$ cat src/sv/pcpa_pkg.sv
// Shared types, constants and codes of the paged chunk pool allocator.
package pcpa_pkg;

   localparam int MaxPages       = 16;
   localparam int MaxChunks      = 64;
   localparam int TotalChunks    = MaxPages * MaxChunks;
   localparam int SlotW          = $clog2(MaxPages);
   localparam int ChunkW         = $clog2(MaxChunks);
   localparam int IdW            = SlotW + ChunkW;
   localparam int NodeW          = IdW + 1;
   localparam int PageNodeW      = SlotW + 1;
   localparam int CapW           = 7;
   localparam int TallyW         = 7;
   localparam logic [TallyW-1:0] TallyLimit = TallyW'(2 * MaxChunks - 1);

   typedef enum logic [1:0] {
      ACT_ACQUIRE = 2'd0,
      ACT_FREE    = 2'd1,
      ACT_SHRINK  = 2'd2,
      ACT_CLEAN   = 2'd3
   } action_type;

   typedef enum logic [1:0] {
      STS_OK       = 2'd0,
      STS_NO_PAGES = 2'd1,
      STS_FOREIGN  = 2'd2
   } status_type;

   typedef enum logic [3:0] {
      S_IDLE, S_DECODE, S_FILL, S_POP_RD, S_POP_WB,
      S_CNT_RD, S_CNT_WB, S_UNL_RD, S_UNL_WB, S_PG, S_RESP
   } state_type;

   typedef enum logic [4:0] {
      OP_NONE, OP_START, OP_FILL, OP_FILL_LAST, OP_POP_RD, OP_POP_WB,
      OP_NO_PAGE, OP_FREE, OP_CLEAN, OP_SHR_INIT, OP_CNT_RD, OP_CNT_WB,
      OP_UNL_INIT, OP_UNL_RD, OP_UNL_WB, OP_PG_INIT, OP_PG_STEP
   } op_type;

   // Status flags from the datapath to the controller.
   typedef struct packed {
      action_type action;
      logic       head_empty;
      logic       slot_found;
      logic       fill_last;
      logic       walk_end;
      logic       page_end;
   } dp_stat_type;

endpackage

$ cat src/sv/pcpa_ctrl.sv
// Controller state machine of the paged chunk pool allocator.
module pcpa_ctrl (
   input  logic                 clock,
   input  logic                 reset,
   input  logic                 start,
   output logic                 busy,
   output logic                 rsp_valid,
   output pcpa_pkg::op_type     op,
   input  pcpa_pkg::dp_stat_type stat
);
   import pcpa_pkg::*;

   state_type state_ff, state_in;

   // State register.
   always_ff @(posedge clock) begin
      if (reset) begin
         state_ff <= S_IDLE;
      end else begin
         state_ff <= state_in;
      end
   end

   // Next state.
   always_comb begin
      state_in = state_ff;
      unique case (state_ff)
         S_IDLE: begin
            if (start) state_in = S_DECODE;
         end
         S_DECODE: begin
            unique case (stat.action)
               ACT_ACQUIRE: begin
                  if (!stat.head_empty) state_in = S_POP_RD;
                  else if (stat.slot_found) state_in = S_FILL;
                  else state_in = S_RESP;
               end
               ACT_SHRINK: state_in = S_CNT_RD;
               default: state_in = S_RESP;
            endcase
         end
         S_FILL: begin
            if (stat.fill_last) state_in = S_RESP;
         end
         S_POP_RD: state_in = S_POP_WB;
         S_POP_WB: state_in = S_RESP;
         S_CNT_RD: state_in = stat.walk_end ? S_UNL_RD : S_CNT_WB;
         S_CNT_WB: state_in = S_CNT_RD;
         S_UNL_RD: state_in = stat.walk_end ? S_PG : S_UNL_WB;
         S_UNL_WB: state_in = S_UNL_RD;
         S_PG: begin
            if (stat.page_end) state_in = S_RESP;
         end
         S_RESP: state_in = S_IDLE;
         default: state_in = S_IDLE;
      endcase
   end

   // Command outputs.
   always_comb begin
      op        = OP_NONE;
      busy      = (state_ff != S_IDLE);
      rsp_valid = (state_ff == S_RESP);
      unique case (state_ff)
         S_IDLE: begin
            if (start) op = OP_START;
         end
         S_DECODE: begin
            unique case (stat.action)
               ACT_ACQUIRE: begin
                  if (!stat.head_empty) op = OP_NONE;
                  else if (!stat.slot_found) op = OP_NO_PAGE;
               end
               ACT_FREE:   op = OP_FREE;
               ACT_SHRINK: op = OP_SHR_INIT;
               default:    op = OP_CLEAN;
            endcase
         end
         S_FILL:   op = stat.fill_last ? OP_FILL_LAST : OP_FILL;
         S_POP_RD: op = OP_POP_RD;
         S_POP_WB: op = OP_POP_WB;
         S_CNT_RD: op = stat.walk_end ? OP_UNL_INIT : OP_CNT_RD;
         S_CNT_WB: op = OP_CNT_WB;
         S_UNL_RD: op = stat.walk_end ? OP_PG_INIT : OP_UNL_RD;
         S_UNL_WB: op = OP_UNL_WB;
         S_PG: begin
            if (!stat.page_end) op = OP_PG_STEP;
         end
         default: op = OP_NONE;
      endcase
   end

endmodule

$ cat config.mk
export PLATFORM = sky130hd
export DESIGN_NAME = pcpa_ctrl
export DESIGN_NICKNAME = d
export VERILOG_FILES = /design/src/sv/pcpa_pkg.sv /design/src/sv/pcpa_ctrl.sv
export SDC_FILE = /design/constraint.sdc
export NUM_CORES = 1
export LEC_CHECK = 0
export BUFFER_PORTS_ARGS = -buffer_cell sky130_fd_sc_hd__buf_2
export CAP_MARGIN = 20
export CORE_MARGIN = 3
export CORE_UTILIZATION = 45
export CTS_CLUSTER_DIAMETER = 60
export CTS_CLUSTER_SIZE = 24
export DETAILED_ROUTE_END_ITERATION = 10
export HOLD_SLACK_MARGIN = 0.15
export PLACE_DENSITY = 0.7
export SLEW_MARGIN = 20
export SYNTH_ARGS = -nofsm -noshare
export SYNTH_HDL_FRONTEND = slang
export SYNTH_SLANG_ARGS = --single-unit
$ cat constraint.sdc
create_clock -name clock -period 1.5 [get_ports clock]
set_input_delay 0.3 -clock clock [delete_from_list [all_inputs] [get_ports clock]]
set_output_delay 0.3 -clock clock [all_outputs]
set_load 0.02 [all_outputs]
==> results of run 1 <==
==> logic make-up after synthesis <==
| logic type | synth area share |
|---|---|
| AND/OR/NAND/NOR | 0.313 |
| AO/OA/AOI/OAI | 0.319 |
| buffers and inverters | 0.0984 |
| adder cells (fa/ha/maj) | 0.0803 |
| flip-flops | 0.129 |
| XOR/XNOR | 0.0281 |
| multiplexers | 0.0321 |
==> per-stage QoR <==
step | util | setup slack (ps)
CTS | 0.879 | -270
detailed placement | 0.722 | -278
floorplan | - | -29.0
global placement | 0.722 | -150
==> what timing repair did <==
item	CTS
endpoints found under the setup margin	6
pin swaps	11
endpoints found under the hold margin	0
gates cloned	1
resized for setup	32
setup buffers	4
==> summary.txt, run 1 <==
CTS
  • Clk sinks: 4
  • H-tree levels: 1
  • CTS Buf Count: 3
  • Hold_buf cts: 0
  • Clock Tree Buf Depth: 2
  • CTS root buf: clkbuf_4

Run status
  • Status: aborted with a tool error
  • First Error: [ERROR DPL-0033] detailed placement checks failed during check placement.
  • Failed at: 5_1_grt

Synth
  • Number of flops mapped to enable cells by yosys: 0
  • Largest area contributor in the synthesized netlist: dfxtp_1
  • Yosys top cell area share: 0.129
  • Flops & latches, synth: 4
  • Seq/Total Area, Yosys: 0.129
  • Syn Area/Cell: 7.60 µm²
  • Post-synth cell types: 37
  • Yosys warning total: 0
  • FFs w/ async S/R, synth: 0
  • Post-Syn Area: 623 µm²
  • Commonest cells post-synth: 7 x a21oi_1, 7 x buf_2, 7 x nor2_1
  • Synth Instances: 82
  • Mapped Nets: 96
  • Top FF cell, synth: dfxtp_1
  • Top post-synthesis cells by area: dfxtp_1 13%, ha_1 8.0%, a21oi_1 5.6%

Floorplanning
  • Rows: 12
  • IO Pins: 17
  • Die height: 43.2 µm
  • Initial Utilization: 0.519
  • Die Wd: 43.2 µm

GRT
  • Pin count of the biggest net entering global routing: 14
  • Initial antenna violation count: 0

Place
  • Placed insts: 127
  • HPWL after DPL: 1350 µm
  • Post-DP Area: 867 µm²
  • RePlAce Congestion: 0.823
  • PortBufs: 16

STA
  • GRT worst endpoint: op[1]
  • Type of pin the worst path ends at: primary output
==> inputs of run 2 (changes only) <==
--- a/config.mk
+++ b/config.mk
@@ -7,13 +7,10 @@
 export LEC_CHECK = 0
 export BUFFER_PORTS_ARGS = -buffer_cell sky130_fd_sc_hd__buf_2
 export CAP_MARGIN = 20
-export CORE_MARGIN = 3
-export CORE_UTILIZATION = 45
-export CTS_CLUSTER_DIAMETER = 60
-export CTS_CLUSTER_SIZE = 24
+export CORE_AREA = 3 3 64 66
 export DETAILED_ROUTE_END_ITERATION = 10
-export HOLD_SLACK_MARGIN = 0.15
-export PLACE_DENSITY = 0.7
+export DIE_AREA = 0 0 67 69
+export PLACE_DENSITY_LB_ADDON = 0.15
 export SLEW_MARGIN = 20
 export SYNTH_ARGS = -nofsm -noshare
 export SYNTH_HDL_FRONTEND = slang
==> constraint.sdc (replaced) <==
create_clock -name clock -period 2 [get_ports clock]
set_input_delay 0.4 -clock clock [delete_from_list [all_inputs] [get_ports clock]]
set_output_delay 0.4 -clock clock [all_outputs]
set_load 0.02 [all_outputs]
==> summary.txt, run 2 <==
Setup path
  • Worst Setup SP: state_ff[1]
  • Worst endpoint required time: 1600 ps
  • CP Class: flip-flop to primary output
  • Crit Path Max Fanout: 11
  • Reg2reg start: state_ff[1]
  • CP endpoint kind: primary output
  • Crit start category: flip-flop
  • Worst EP arrival: 1510 ps

STA
  • Final Hold Fails: 0
  • Slew @ Worst Pin: 584 ps
  • Slew HR: 0.607
  • Clk_skew: 3.47 ps
  • Max Clk Rate: 523 MHz
  • TNS Setup: 0 ps
  • Fin crit period: 1910 ps
  • Worst setup margin: 89.2 ps
  • Period utilization: 0.955
  • Final setup viols: 0
  • Pins over their slew limit: 0
  • Hold slack: 385 ps

CTS
  • CTS root buf: clkbuf_8 (was clkbuf_4)
  • Clk sinks: 4 (unchanged)
  • Hold_buf cts: 0 (unchanged)
  • CTS tree: built
  • H-tree levels: 1 (unchanged)
  • Clock Tree Buf Depth: 2 (unchanged)
  • CTS Buf Count: 3 (unchanged)
  • Clock-pin slew on the worst setup and hold paths: 30 ps
  • Skew-Pair Late Insertion Delay: 220 ps

Synth
  • Yosys warning total: 0 (unchanged)
  • Top FF cell, synth: dfxtp_1 (unchanged)
  • Mapped Nets: 96 (unchanged)
  • Number of flops mapped to enable cells by yosys: 0 (unchanged)
  • Syn Area/Cell: 7.60 µm² (unchanged)
  • Post-synth cell types: 37 (unchanged)
  • Commonest cells post-synth: 7 x a21oi_1, 7 x buf_2, 7 x nor2_1 (unchanged)
  • Seq/Total Area, Yosys: 0.129 (unchanged)
  • Post-Syn Area: 623 µm² (unchanged)
  • Largest area contributor in the synthesized netlist: dfxtp_1 (unchanged)
  • Yosys top cell area share: 0.129 (unchanged)
  • Flops & latches, synth: 4 (unchanged)
  • Top post-synthesis cells by area: dfxtp_1 13%, ha_1 8.0%, a21oi_1 5.6% (unchanged)
  • FFs w/ async S/R, synth: 0 (unchanged)
  • Synth Instances: 82 (unchanged)

Power and ir drop
  • Leak: 0.000407 µW
  • Pwr/cell area: 1390 nW/µm²
  • Maximum vdd drop: 0.347 mV

Route
  • Average wire per standard cell: 12.1 µm
  • Pre-antenna DRT Iters: 4
  • Routed vias: 691
  • Total wire length: 1880 µm
  • Via-per-instance ratio: 4.46
  • Post-route DRC violation count: 0
  • DRT antenna net count: 0
  • DR iter-0 viols: 9

Place
  • RePlAce Congestion: 0.725 (was 0.823)
  • Post-DP Area: 820 µm² (was 867 µm²)
  • PortBufs: 16 (unchanged)
  • HPWL after DPL: 1430 µm (was 1350 µm)
  • Place WS: 14.9 ps (was -278 ps)

Floorplanning
  • Die height: 69 µm (was 43.2 µm)
  • Die footprint: 4620 µm²
  • Rows: 22 (was 12)
  • Initial Utilization: 0.171 (was 0.519)
  • Core area: 3630 µm²
  • IO Pins: 17 (unchanged)
  • Die Wd: 67 µm (was 43.2 µm)

Finish
  • Reg with most FFs: state_ff
  • P&R area growth vs syn: 53.0%
  • Share of post-route cells with drive strength above 1: 0.430
  • Nets: 123
  • Commonest non-fill, non-tap cells in the layout: 14 x buf_2, 14 x buf_4, 7 x a21oi_1, 6 x nor2_1
  • Final instance area: 953 µm²
  • Registers with the most flip-flops: state_ff x4
  • Max FFs per register: 4
  • # diodes: 0

GRT
  • Initial antenna violation count: 0
  • First-pass GRT wire length: 3100 µm
  • Grt total ovfl: 0
  • Pin count of the biggest net entering global routing: 21
  • Overall Global Routing Usage: 0.0853
  • Vias in the first global route: 652

Hold path
  • Min-Delay Startpoint: reset
  • Tightest Hold Check Type: input port to flip-flop

Job
  • Max cap viols: 0

Run status
  • Status: finished, final reports clean (was aborted with a tool error)
run 2: cell counts after synthesis:
No cell type changed its count.
run 2: routing by layer:
layer | share of wire | routed length, µm | global-route usage | vias to the layer above
met5 | 0 | 0 | 0 | -
met4 | 0.017 | 31 | 0.0135 | 0
met3 | 0.059 | 110 | 0.0277 | 4
met2 | 0.50 | 946 | 0.139 | 21
met1 | 0.42 | 785 | 0.110 | 316
li1 | - | - | - | 350
run 2: worst max-delay path, cell delays in order (launching register included):
cell,delay [ps]
dfxtp_1,310
buf_4,180
and4b_1,210
a2111oi_4,320
o21ai_1,110
buf_4,170
run 2: path summary, 6_finish.rpt:
kind / cells after the start / to / slack (ps)
worst min-delay path: 2 / state_ff[2] / 380
worst max-delay path: 5 / op[1] / 90
worst min register to register: 4 / state_ff[0] / 740
worst max register to register: 6 / state_ff[0] / 390
run 2: kinds of logic after synthesis:
| group | Yosys count | share of synthesized area |
|---|---|---|
| AO/OA/AOI/OAI | 27 | 0.319 |
| XOR/XNOR | 2 | 0.0281 |
| adder cells (fa/ha/maj) | 4 | 0.0803 |
| buffers and inverters | 12 | 0.0984 |
| flip-flops | 4 | 0.129 |
| multiplexers | 2 | 0.0321 |
| AND/OR/NAND/NOR | 31 | 0.313 |
run 2: per-stage QoR:
step / util / power (µW) / cells
4_1_cts: 0.239 / 1220 / 153
3_3_place_gp: 0.226 / 1040 / 150
3_5_place_dp: 0.226 / 1020 / 150
2_1_floorplan: - / 758 / 82
6_report: 0.262 / 1330 / 155
5_1_grt: 0.262 / 1440 / 155
run 2: what timing repair did:
item / in CTS / in global routing
setup buffers: 0 / 1
endpoints found under the setup margin: 1 / 3
pin swaps: 0 / 5
gates resized for setup: 2 / 12
cloned: 0 / 1
run 2: cell type report:
cell class	instances	area, µm²
well taps	48	60.1
repair buffers	30	220
flip-flops and latches	4	86.3
inverters	4	15.0
multi-input cells	66	531
clock buffers	3	41.3
fillers	412	2680
run 2: power breakdown:
group,switching [µW],internal [µW],total [µW]
clock,39.3,128,167
combinational,519,474,993
sequential,45.0,121,166
total,603,723,1330
(Power assumes the default switching activity.)
